File: src/hdl/h2r_pkg.sv
// Shared widths, types, codes and the channel scaling function for hsl_to_rgb.
`timescale 1ns / 1ps
`default_nettype none
package h2r_pkg;

	localparam int HUE_W   = 16;
	localparam int FRAC_W  = 16;
	localparam int REG_W   = 17;
	localparam int CH_W    = 8;
	localparam int SEC_W   = 3;
	localparam int PROD_W  = 2 * REG_W;
	localparam int LS_W    = PROD_W - FRAC_W;
	localparam int LVL_W   = 24;
	localparam int MAG_W   = 21;
	localparam int DATA_W  = 32;
	localparam int ADDR_W  = 3;

	localparam logic [REG_W-1:0] SAT_RESET = REG_W'(65536);
	localparam logic [REG_W-1:0] LIT_RESET = REG_W'(32768);
	localparam logic [REG_W-1:0] HALF_Q16  = REG_W'(32768);

	// register index, taken from paddr[2]
	localparam logic REG_SAT = 1'b0;
	localparam logic REG_LIT = 1'b1;

	// hue sectors: red-yellow, yellow-green, green-cyan, cyan-blue, blue-magenta
	localparam logic [SEC_W-1:0] SEC_RY = 3'd0;
	localparam logic [SEC_W-1:0] SEC_YG = 3'd1;
	localparam logic [SEC_W-1:0] SEC_GC = 3'd2;
	localparam logic [SEC_W-1:0] SEC_CB = 3'd3;
	localparam logic [SEC_W-1:0] SEC_BM = 3'd4;

	typedef struct packed {
		logic                    black;
		logic                    neg;
		logic [MAG_W-1:0]        mag;
		logic signed [LVL_W-1:0] vmax;
		logic signed [LVL_W-1:0] vmin;
		logic [SEC_W-1:0]        sector;
		logic [FRAC_W-1:0]       frac;
	} h2r_span_t;

	function automatic logic [CH_W-1:0] to_channel(input logic signed [LVL_W-1:0] level);
		logic [FRAC_W+CH_W-1:0] scaled;
		scaled = level[FRAC_W-1:0] * (FRAC_W+CH_W)'(255);
		if (level <= 0)
			return '0;
		else if (level >= LVL_W'(65536))
			return '1;
		else
			return scaled[FRAC_W+CH_W-1:FRAC_W];
	endfunction

endpackage
`default_nettype wire

File: src/hdl/h2r_if.sv
// Stream interfaces: hue words in, RGB words out.
`timescale 1ns / 1ps
`default_nettype none
interface h2r_hue_if;
	logic        valid;
	logic        ready;
	logic [15:0] hue;

	modport source (output valid, output hue, input ready);
	modport sink (input valid, input hue, output ready);
endinterface

interface h2r_rgb_if;
	logic       valid;
	logic       ready;
	logic [7:0] red;
	logic [7:0] green;
	logic [7:0] blue;

	modport source (output valid, output red, output green, output blue, input ready);
	modport sink (input valid, input red, input green, input blue, output ready);
endinterface
`default_nettype wire

File: src/hdl/h2r_cfg.sv
// APB register file holding saturation and lightness.
`timescale 1ns / 1ps
`default_nettype none
module h2r_cfg (
	input  wire logic                       clk,
	input  wire logic                       arst_n,
	input  wire logic                       psel,
	input  wire logic                       penable,
	input  wire logic                       pwrite,
	input  wire logic [h2r_pkg::ADDR_W-1:0] paddr,
	input  wire logic [h2r_pkg::DATA_W-1:0] pwdata,
	output logic      [h2r_pkg::DATA_W-1:0] prdata,
	output logic                            pready,
	output logic      [h2r_pkg::REG_W-1:0]  sat,
	output logic      [h2r_pkg::REG_W-1:0]  lit
);
	import h2r_pkg::*;

	logic [REG_W-1:0] sat_q;
	logic [REG_W-1:0] lit_q;
	logic             wr_en;

	assign pready = 1'b1;
	assign wr_en  = psel & penable & pwrite;

	always_ff @(posedge clk or negedge arst_n) begin
		if (!arst_n) begin
			sat_q <= SAT_RESET;
			lit_q <= LIT_RESET;
		end else if (wr_en) begin
			if (paddr[2] == REG_SAT)
				sat_q <= pwdata[REG_W-1:0];
			else
				lit_q <= pwdata[REG_W-1:0];
		end
	end

	always_comb begin
		if (paddr[2] == REG_LIT)
			prdata = {{(DATA_W-REG_W){1'b0}}, lit_q};
		else
			prdata = {{(DATA_W-REG_W){1'b0}}, sat_q};
	end

	assign sat = sat_q;
	assign lit = lit_q;
endmodule
`default_nettype wire

File: src/hdl/h2r_bounds.sv
// Stages 1-2: lightness*saturation product, hue sector split, max/min levels.
`timescale 1ns / 1ps
`default_nettype none
module h2r_bounds (
	input  wire logic                       clk,
	input  wire logic                       arst_n,
	h2r_hue_if.sink                         hue_ch,
	input  wire logic [h2r_pkg::REG_W-1:0]  sat,
	input  wire logic [h2r_pkg::REG_W-1:0]  lit,
	output logic                            span_valid,
	input  wire logic                       span_ready,
	output h2r_pkg::h2r_span_t              span
);
	import h2r_pkg::*;

	logic                    v_s1;
	logic [PROD_W-1:0]       prod_s1;
	logic [SEC_W-1:0]        sector_s1;
	logic [FRAC_W-1:0]       frac_s1;
	logic [REG_W-1:0]        sat_s1;
	logic [REG_W-1:0]        lit_s1;
	logic                    v_s2;
	h2r_span_t               span_s2;
	logic                    rdy_s1;
	logic                    rdy_s2;
	logic [HUE_W+SEC_W-1:0]  h6;
	logic signed [LVL_W-1:0] l_x;
	logic signed [LVL_W-1:0] s_x;
	logic signed [LVL_W-1:0] ls_x;
	logic signed [LVL_W-1:0] vmax;
	logic signed [LVL_W-1:0] vmin;
	logic signed [LVL_W-1:0] diff;
	logic signed [LVL_W-1:0] diff_abs;

	assign rdy_s2       = !v_s2 | span_ready;
	assign rdy_s1       = !v_s1 | rdy_s2;
	assign hue_ch.ready = rdy_s1;
	assign h6           = hue_ch.hue * (HUE_W+SEC_W)'(6);

	always_ff @(posedge clk or negedge arst_n) begin
		if (!arst_n)
			v_s1 <= 1'b0;
		else if (rdy_s1)
			v_s1 <= hue_ch.valid;
	end

	always_ff @(posedge clk) begin
		if (rdy_s1 && hue_ch.valid) begin
			prod_s1   <= lit * sat;
			sector_s1 <= h6[HUE_W+SEC_W-1:HUE_W];
			frac_s1   <= h6[FRAC_W-1:0];
			sat_s1    <= sat;
			lit_s1    <= lit;
		end
	end

	always_comb begin
		l_x  = {{(LVL_W-REG_W){1'b0}}, lit_s1};
		s_x  = {{(LVL_W-REG_W){1'b0}}, sat_s1};
		ls_x = {{(LVL_W-LS_W){1'b0}}, prod_s1[PROD_W-1:FRAC_W]};
		if (lit_s1 <= HALF_Q16)
			vmax = l_x + ls_x;
		else
			vmax = l_x + s_x - ls_x;
		vmin     = (l_x <<< 1) - vmax;
		diff     = vmax - vmin;
		diff_abs = diff[LVL_W-1] ? -diff : diff;
	end

	always_ff @(posedge clk or negedge arst_n) begin
		if (!arst_n)
			v_s2 <= 1'b0;
		else if (rdy_s2)
			v_s2 <= v_s1;
	end

	always_ff @(posedge clk) begin
		if (rdy_s2 && v_s1) begin
			span_s2.black  <= (vmax <= 0);
			span_s2.neg    <= diff[LVL_W-1];
			span_s2.mag    <= diff_abs[MAG_W-1:0];
			span_s2.vmax   <= vmax;
			span_s2.vmin   <= vmin;
			span_s2.sector <= sector_s1;
			span_s2.frac   <= frac_s1;
		end
	end

	assign span_valid = v_s2;
	assign span       = span_s2;
endmodule
`default_nettype wire

File: src/hdl/h2r_mix.sv
// Stages 3-4: ramp step, sector routing and scaling to 8-bit channels.
`timescale 1ns / 1ps
`default_nettype none
module h2r_mix (
	input  wire logic               clk,
	input  wire logic               arst_n,
	input  wire logic               span_valid,
	output logic                    span_ready,
	input  wire h2r_pkg::h2r_span_t span,
	h2r_rgb_if.source               rgb_ch
);
	import h2r_pkg::*;

	logic                    v_s3;
	logic signed [LVL_W-1:0] t_s3;
	logic signed [LVL_W-1:0] vmax_s3;
	logic signed [LVL_W-1:0] vmin_s3;
	logic [SEC_W-1:0]        sector_s3;
	logic                    black_s3;
	logic                    v_s4;
	logic [CH_W-1:0]         red_s4;
	logic [CH_W-1:0]         green_s4;
	logic [CH_W-1:0]         blue_s4;
	logic                    rdy_s3;
	logic                    rdy_s4;
	logic [MAG_W+FRAC_W-1:0] step;
	logic signed [LVL_W-1:0] t_mag;
	logic signed [LVL_W-1:0] rise;
	logic signed [LVL_W-1:0] fall;
	logic signed [LVL_W-1:0] lr;
	logic signed [LVL_W-1:0] lg;
	logic signed [LVL_W-1:0] lb;

	assign rdy_s4     = !v_s4 | rgb_ch.ready;
	assign rdy_s3     = !v_s3 | rdy_s4;
	assign span_ready = rdy_s3;

	assign step  = span.mag * span.frac;
	assign t_mag = {{(LVL_W-MAG_W){1'b0}}, step[MAG_W+FRAC_W-1:FRAC_W]};

	always_ff @(posedge clk or negedge arst_n) begin
		if (!arst_n)
			v_s3 <= 1'b0;
		else if (rdy_s3)
			v_s3 <= span_valid;
	end

	always_ff @(posedge clk) begin
		if (rdy_s3 && span_valid) begin
			t_s3      <= span.neg ? -t_mag : t_mag;
			vmax_s3   <= span.vmax;
			vmin_s3   <= span.vmin;
			sector_s3 <= span.sector;
			black_s3  <= span.black;
		end
	end

	always_comb begin
		rise = vmin_s3 + t_s3;
		fall = vmax_s3 - t_s3;
		case (sector_s3)
			SEC_RY: begin
				lr = vmax_s3; lg = rise;    lb = vmin_s3;
			end
			SEC_YG: begin
				lr = fall;    lg = vmax_s3; lb = vmin_s3;
			end
			SEC_GC: begin
				lr = vmin_s3; lg = vmax_s3; lb = rise;
			end
			SEC_CB: begin
				lr = vmin_s3; lg = fall;    lb = vmax_s3;
			end
			SEC_BM: begin
				lr = rise;    lg = vmin_s3; lb = vmax_s3;
			end
			default: begin
				lr = vmax_s3; lg = vmin_s3; lb = fall;
			end
		endcase
	end

	always_ff @(posedge clk or negedge arst_n) begin
		if (!arst_n)
			v_s4 <= 1'b0;
		else if (rdy_s4)
			v_s4 <= v_s3;
	end

	always_ff @(posedge clk) begin
		if (rdy_s4 && v_s3) begin
			red_s4   <= black_s3 ? '0 : to_channel(lr);
			green_s4 <= black_s3 ? '0 : to_channel(lg);
			blue_s4  <= black_s3 ? '0 : to_channel(lb);
		end
	end

	assign rgb_ch.valid = v_s4;
	assign rgb_ch.red   = red_s4;
	assign rgb_ch.green = green_s4;
	assign rgb_ch.blue  = blue_s4;
endmodule
`default_nettype wire

File: src/hdl/hsl_to_rgb.sv
// Top level: HSL hue stream to RGB stream with APB-set saturation and lightness.
//
//  channel   dir   word
//  hue_ch    in    hue[15:0]            unsigned Q0.16 turn fraction
//  rgb_ch    out   red, green, blue     8 bits each
//  apb       in    saturation @0x0, lightness @0x4, Q1.16, 17 bits
//
// One word per cycle while rgb_ch is not stalled; a word accepted on hue_ch
// raises rgb_ch.valid once it has passed through every register stage.
// Four register stages: product, max/min, ramp step multiply, channel out.
// Reset clears stage valids; saturation = 1.0, lightness = 0.5.
// Each stage takes a word when empty or when its successor moves, so a
// stall on rgb_ch backs up stage by stage without loss or repeat.
`timescale 1ns / 1ps
`default_nettype none
module hsl_to_rgb (
	input  wire logic                       clk,
	input  wire logic                       arst_n,
	h2r_hue_if.sink                         hue_ch,
	h2r_rgb_if.source                       rgb_ch,
	input  wire logic                       psel,
	input  wire logic                       penable,
	input  wire logic                       pwrite,
	input  wire logic [h2r_pkg::ADDR_W-1:0] paddr,
	input  wire logic [h2r_pkg::DATA_W-1:0] pwdata,
	output logic      [h2r_pkg::DATA_W-1:0] prdata,
	output logic                            pready
);
	import h2r_pkg::*;

	logic [REG_W-1:0] sat;
	logic [REG_W-1:0] lit;
	logic             span_valid;
	logic             span_ready;
	h2r_span_t        span;

	h2r_cfg u_cfg (
		.clk     (clk),
		.arst_n  (arst_n),
		.psel    (psel),
		.penable (penable),
		.pwrite  (pwrite),
		.paddr   (paddr),
		.pwdata  (pwdata),
		.prdata  (prdata),
		.pready  (pready),
		.sat     (sat),
		.lit     (lit)
	);

	h2r_bounds u_bounds (
		.clk        (clk),
		.arst_n     (arst_n),
		.hue_ch     (hue_ch),
		.sat        (sat),
		.lit        (lit),
		.span_valid (span_valid),
		.span_ready (span_ready),
		.span       (span)
	);

	h2r_mix u_mix (
		.clk        (clk),
		.arst_n     (arst_n),
		.span_valid (span_valid),
		.span_ready (span_ready),
		.span       (span),
		.rgb_ch     (rgb_ch)
	);
endmodule
`default_nettype wire
File: src/flat_wrapper.sv
// flat-port wrapper written by rule: the top's interface ports become plain ports
module hsl_to_rgb_flat import h2r_pkg::*;
  (clk, arst_n, psel, penable, pwrite, paddr, pwdata, prdata, pready, hue_ch_valid, hue_ch_hue, hue_ch_ready, rgb_ch_valid, rgb_ch_red, rgb_ch_green, rgb_ch_blue, rgb_ch_ready);
  h2r_hue_if hue_ch_i ();
  h2r_rgb_if rgb_ch_i ();
  input  wire logic clk;
  input  wire logic arst_n;
  input  wire logic psel;
  input  wire logic penable;
  input  wire logic pwrite;
  input  wire logic [h2r_pkg::ADDR_W-1:0] paddr;
  input  wire logic [h2r_pkg::DATA_W-1:0] pwdata;
  output logic      [h2r_pkg::DATA_W-1:0] prdata;
  output logic pready;
  input wire logic [$bits(hue_ch_i.valid)-1:0] hue_ch_valid;
  input wire logic [$bits(hue_ch_i.hue)-1:0] hue_ch_hue;
  output wire logic [$bits(hue_ch_i.ready)-1:0] hue_ch_ready;
  output wire logic [$bits(rgb_ch_i.valid)-1:0] rgb_ch_valid;
  output wire logic [$bits(rgb_ch_i.red)-1:0] rgb_ch_red;
  output wire logic [$bits(rgb_ch_i.green)-1:0] rgb_ch_green;
  output wire logic [$bits(rgb_ch_i.blue)-1:0] rgb_ch_blue;
  input wire logic [$bits(rgb_ch_i.ready)-1:0] rgb_ch_ready;
  assign hue_ch_i.valid = hue_ch_valid;
  assign hue_ch_i.hue = hue_ch_hue;
  assign hue_ch_ready = hue_ch_i.ready;
  assign rgb_ch_valid = rgb_ch_i.valid;
  assign rgb_ch_red = rgb_ch_i.red;
  assign rgb_ch_green = rgb_ch_i.green;
  assign rgb_ch_blue = rgb_ch_i.blue;
  assign rgb_ch_i.ready = rgb_ch_ready;
  hsl_to_rgb u_core (.clk(clk), .arst_n(arst_n), .hue_ch(hue_ch_i), .rgb_ch(rgb_ch_i), .psel(psel), .penable(penable), .pwrite(pwrite), .paddr(paddr), .pwdata(pwdata), .prdata(prdata), .pready(pready));
endmodule
File: config.mk
export PLATFORM = sky130hd
export DESIGN_NAME = hsl_to_rgb_flat
export DESIGN_NICKNAME = d
export VERILOG_FILES = /design/src/hdl/h2r_pkg.sv /design/src/hdl/h2r_if.sv /design/src/hdl/h2r_cfg.sv /design/src/hdl/h2r_bounds.sv /design/src/hdl/h2r_mix.sv /design/src/hdl/hsl_to_rgb.sv /design/src/flat_wrapper.sv
export SDC_FILE = /design/constraint.sdc
export NUM_CORES = 2
export LEC_CHECK = 0
export BUFFER_PORTS_ARGS = -buffer_cell sky130_fd_sc_hd__buf_2
export CORE_MARGIN = 2
export CORE_UTILIZATION = 57
export DETAILED_ROUTE_END_ITERATION = 6
export PLACE_DENSITY = 0.74
export SETUP_SLACK_MARGIN = 0.02
export SLEW_MARGIN = 20
export SYNTH_ARGS = -nofsm -noshare
export SYNTH_HDL_FRONTEND = slang
export SYNTH_SLANG_ARGS = --single-unit
File: constraint.sdc
create_clock -name clk -period 20 [get_ports clk]
set_input_delay 4 -clock clk [delete_from_list [all_inputs] [get_ports clk]]
set_output_delay 4 -clock clk [all_outputs]
set_load 0.01 [all_outputs]
==> implementation parameters <==
Parameter                              Value

Run status
  Outcome ... completed

Floorplan
  Core Region ... 0.07926 mm^2
  Top Ports ... 117
  DIE WIDTH ... 287.3 um
  Die Ht ... 287.3 um
  Die Outline Area ... 0.08256 mm^2
  Initial Utilization ... 57.74%
  Cell Rows ... 103

Final layout
  Layout net count ... 5,942
  Fraction of layout cells with a size suffix above 1 ... 6.641%
  Antenna diode count ... 0
  Layout Area Growth over Synthesis ... 5.542%

Logic synthesis
  Sequential share of the synthesized area ... 18.36%
  Cell area after synthesis ... 0.04576 mm^2
  Share of flip-flops with an asynchronous set or reset ... 13.29%
  Average cell area after synthesis ... 9.711 um^2
  Number of flops mapped to enable cells by yosys ... 248
  Number of warning messages in the yosys log ... 0
  Number of unique standard cell types used by synthesis ... 107
  Ys flop type ... sky130_fd_sc_hd__edfxtp_1
  Gate count of the mapped netlist ... 4,712
  Flop and latch count out of synthesis ... 286

STA
  Post-Route Setup TNS ... 0 ns
  Time the final worst path needs with I/O delays and setup ... 9.057 ns
  Max Freq ... 110.4 MHz
  Pins over their slew limit ... 0
  Unrepaired setup endpoints after global routing ... false
  Endpoints failing hold ... 0
  Fraction of the cycle the final worst path needs ... 45.29%
  Worst slew margin relative to its limit ... 32.43%
  Finish-stage setup viols ... 0
  Clock tree skew after final layout ... 0.04721 ns
  Post-route worst setup slack ... 10.94 ns
  Least-Margin Pin Slew ... 1.012 ns

CTS
  Max clock buf depth ... 3
  CTS H-tree depth ... 2
  CTS tree ... built
  Number of sinks on the clock net ... 286
  Post-CTS clock slew at the launch and capture registers of the worst setup and hold paths ... 0.06 ns
  Cts bufs inserted ... 35
  Clock latency at the later pin of the worst-skew pair ... 0.57 ns
  Clock Root Buffer ... sky130_fd_sc_hd__clkbuf_16
  Post-cts resize count ... 0
  # hold bufs at CTS ... 0
  Total setup buffers inserted after CTS ... 0

Route
  Remaining antenna violation count ... 0
  Via Count ... 31.86k
  Final WL ... 99.39 mm
  DRC violations left ... 0
  Routed length per instance ... 17.16 um
  Count of routing violations after the opening detailed-route iteration ... 1,681
  Number of detailed-route iterations in the first pass ... 5
  Average vias per placed instance ... 5.500

Worst setup path
  Critical path arrival ... 9.33 ns
  Element type at the critical path end ... register
  Data required, critical path ... 20.27 ns
  Critical path class ... register to register
  Dominant cell type by count on the critical path ... sky130_fd_sc_hd__fa_1
  Stage delay of the slowest cell on the critical path ... 0.93 ns
  CP max stage cell ... sky130_fd_sc_hd__edfxtp_1
  Startpoint class of the critical path ... register
  Largest fanout of any net on the critical path ... 20

Placed design
  Gpl congestion ... 0.8843
  Post-Place Worst Slack ... 10.99 ns
  Final HPWL DP ... 79.73 mm
  Buffers added on ports ... 83

Hold path
  Hold Crit Class ... register to register

GRT
  Residual overflow from global routing ... 0
  Vias in the first global route ... 33.80k
  Number of antenna violations at the first check in global routing ... 0
  Global-route wire length before repair ... 167.2 mm
  Pin count of the biggest net entering global routing ... 72
  Global-route usage over all layers ... 25.18%

Job
  Maxcap violations ... 0
[state kept, by name, indices dropped and copies added (netlist names), 8 cells and up]
name / cells
u_core.u_bounds.frac_s1: 15
u_core.u_cfg.sat: 17
u_core.u_mix.vmax_s3: 20
u_core.u_mix.rgb_ch.blue: 8
u_core.u_bounds.lit_s1: 17
u_core.u_mix.rgb_ch.green: 8
u_core.u_bounds.span: 83
u_core.u_mix.rgb_ch.red: 8
u_core.u_bounds.sat_s1: 17
u_core.u_mix.t_s3: 24
u_core.u_bounds.prod_s1: 18
u_core.u_cfg.lit: 17
u_core.u_mix.vmin_s3: 23
[cell usage in the layout, fill, tap and decap left out, types with 29 or more instances in the layout]
cell type / synthesis / routed
sky130_fd_sc_hd__inv_1: 964 / 964
sky130_fd_sc_hd__fa_1: 691 / 691
sky130_fd_sc_hd__nand2_1: 487 / 487
sky130_fd_sc_hd__ha_1: 475 / 475
sky130_fd_sc_hd__and2_1: 261 / 258
sky130_fd_sc_hd__edfxtp_1: 248 / 248
sky130_fd_sc_hd__nor2_1: 157 / 157
sky130_fd_sc_hd__a21oi_1: 150 / 150
sky130_fd_sc_hd__xnor2_1: 142 / 142
sky130_fd_sc_hd__o21ai_0: 104 / 103
sky130_fd_sc_hd__a21o_1: 83 / 83
sky130_fd_sc_hd__buf_2: 4 / 82
sky130_fd_sc_hd__mux2i_1: 74 / 73
sky130_fd_sc_hd__xor2_1: 67 / 67
sky130_fd_sc_hd__mux2_2: 66 / 66
sky130_fd_sc_hd__nor3_1: 49 / 49
sky130_fd_sc_hd__o21a_1: 44 / 44
sky130_fd_sc_hd__nand2b_1: 39 / 39
sky130_fd_sc_hd__buf_4: 18 / 39
sky130_fd_sc_hd__clkbuf_16: 0 / 36
sky130_fd_sc_hd__dfrtp_1: 36 / 36
sky130_fd_sc_hd__nand3_1: 35 / 35
sky130_fd_sc_hd__a211oi_1: 29 / 29
[worst paths after layout]
check	startpoint	to	slack, ns	cells past startpoint
setup / recovery	u_core.u_bounds.span[4]$_DFFE_PP_	u_core.u_mix.t_s3[20]$_DFFE_PP_	10.94	29
hold / removal	u_core.u_bounds.frac_s1[3]$_DFFE_PP_	u_core.u_bounds.span[3]$_DFFE_PP_	0.42	0
setup reg to reg	u_core.u_bounds.span[4]$_DFFE_PP_	u_core.u_mix.t_s3[20]$_DFFE_PP_	10.94	29
hold reg to reg	u_core.u_bounds.frac_s1[3]$_DFFE_PP_	u_core.u_bounds.span[3]$_DFFE_PP_	0.42	0
max in group asynchronous	arst_n	u_core.u_cfg.sat[0]$_DFFE_PN0P_	16.16	1
min in group asynchronous	arst_n	u_core.u_cfg.sat[11]$_DFFE_PN0P_	3.43	1
[final cells by class]
cell class	count	area, um^2
clock buffers	39	912.1
clock inverters	23	245.2
fillers	6510	30960
inverters	969	3637
multi-input cells	3305	33080
flip-flops and latches	286	8401
well taps	1050	1314
repair buffers	121	703.2
[cell usage after synthesis (15+ instances only)]
cell	instances	area (um^2)
sky130_fd_sc_hd__a211oi_1	29	217.7
sky130_fd_sc_hd__a21o_1	83	623.1
sky130_fd_sc_hd__a21oi_1	150	750.7
sky130_fd_sc_hd__a31oi_1	21	131.4
sky130_fd_sc_hd__and2_1	261	1633
sky130_fd_sc_hd__and3_1	18	112.6
sky130_fd_sc_hd__buf_4	18	135.1
sky130_fd_sc_hd__clkbuf_1	139	521.8
sky130_fd_sc_hd__dfrtp_1	36	900.9
sky130_fd_sc_hd__edfxtp_1	248	7447
sky130_fd_sc_hd__fa_1	691	13830
sky130_fd_sc_hd__ha_1	475	5943
sky130_fd_sc_hd__inv_1	964	3618
sky130_fd_sc_hd__mux2_2	66	743.2
sky130_fd_sc_hd__mux2i_1	74	740.7
sky130_fd_sc_hd__nand2_1	487	1828
sky130_fd_sc_hd__nand2b_1	39	244.0
sky130_fd_sc_hd__nand3_1	35	175.2
sky130_fd_sc_hd__nand4_1	15	93.84
sky130_fd_sc_hd__nor2_1	157	589.3
sky130_fd_sc_hd__nor2b_1	26	162.7
sky130_fd_sc_hd__nor3_1	49	245.2
sky130_fd_sc_hd__o21a_1	44	330.3
sky130_fd_sc_hd__o21ai_0	104	520.5
sky130_fd_sc_hd__o21bai_1	22	165.2
sky130_fd_sc_hd__o31ai_1	16	120.1
sky130_fd_sc_hd__or2_2	15	93.84
sky130_fd_sc_hd__or3_1	17	106.4
sky130_fd_sc_hd__xnor2_1	142	1244
sky130_fd_sc_hd__xor2_1	67	586.8
[cell families (layout without fill, tap and decap cells)]
kind of cell	count (synthesis)	count (layout)	synth area share, %
muxes	141	141	3.292
and+or+nand+nor	1161	1161	12.39
adders and majority gates	1169	1169	43.29
other	2	25	0.01641
buffers and inverters	1144	1152	9.559
AOI/OAI and AO/OA	597	597	8.963
DFF	286	286	18.36
xor gates and xnor gates	212	212	4.131
[critical path, delay by kind of cell (launching register included)]
kind / cells / cell delay (ns)
compound gates: 8 / 1.58
flops: 1 / 0.93
xor+xnor: 1 / 0.10
buf+inv: 3 / 0.16
fa+ha+maj: 8 / 3.45
simple gates: 9 / 2.54
[routing by layer]
layer  GRT usage [%]  vias up  wire, um
li1                -    14968         -
met1           31.84    15884     40960
met2           44.80      804     49780
met3           2.667      206      4992
met4           8.880        0      3661
met5               0        -         0
[through the flow]
stage,instance area [um^2],utilization (%),hold slack (ns),cells
floorplan,45850,-,0.4003,4735
global placement,47130,59.47,0.4001,5731
detailed placement,47130,59.47,0.4045,5731
CTS,48290,60.93,0.4184,5793
global route,48300,60.94,0.4211,5793
finish,48300,60.94,0.4159,5793
Power is left out: the tool's default activity adds up to more than one toggle a clock period on the data nets, which glitch-free logic cannot reach.
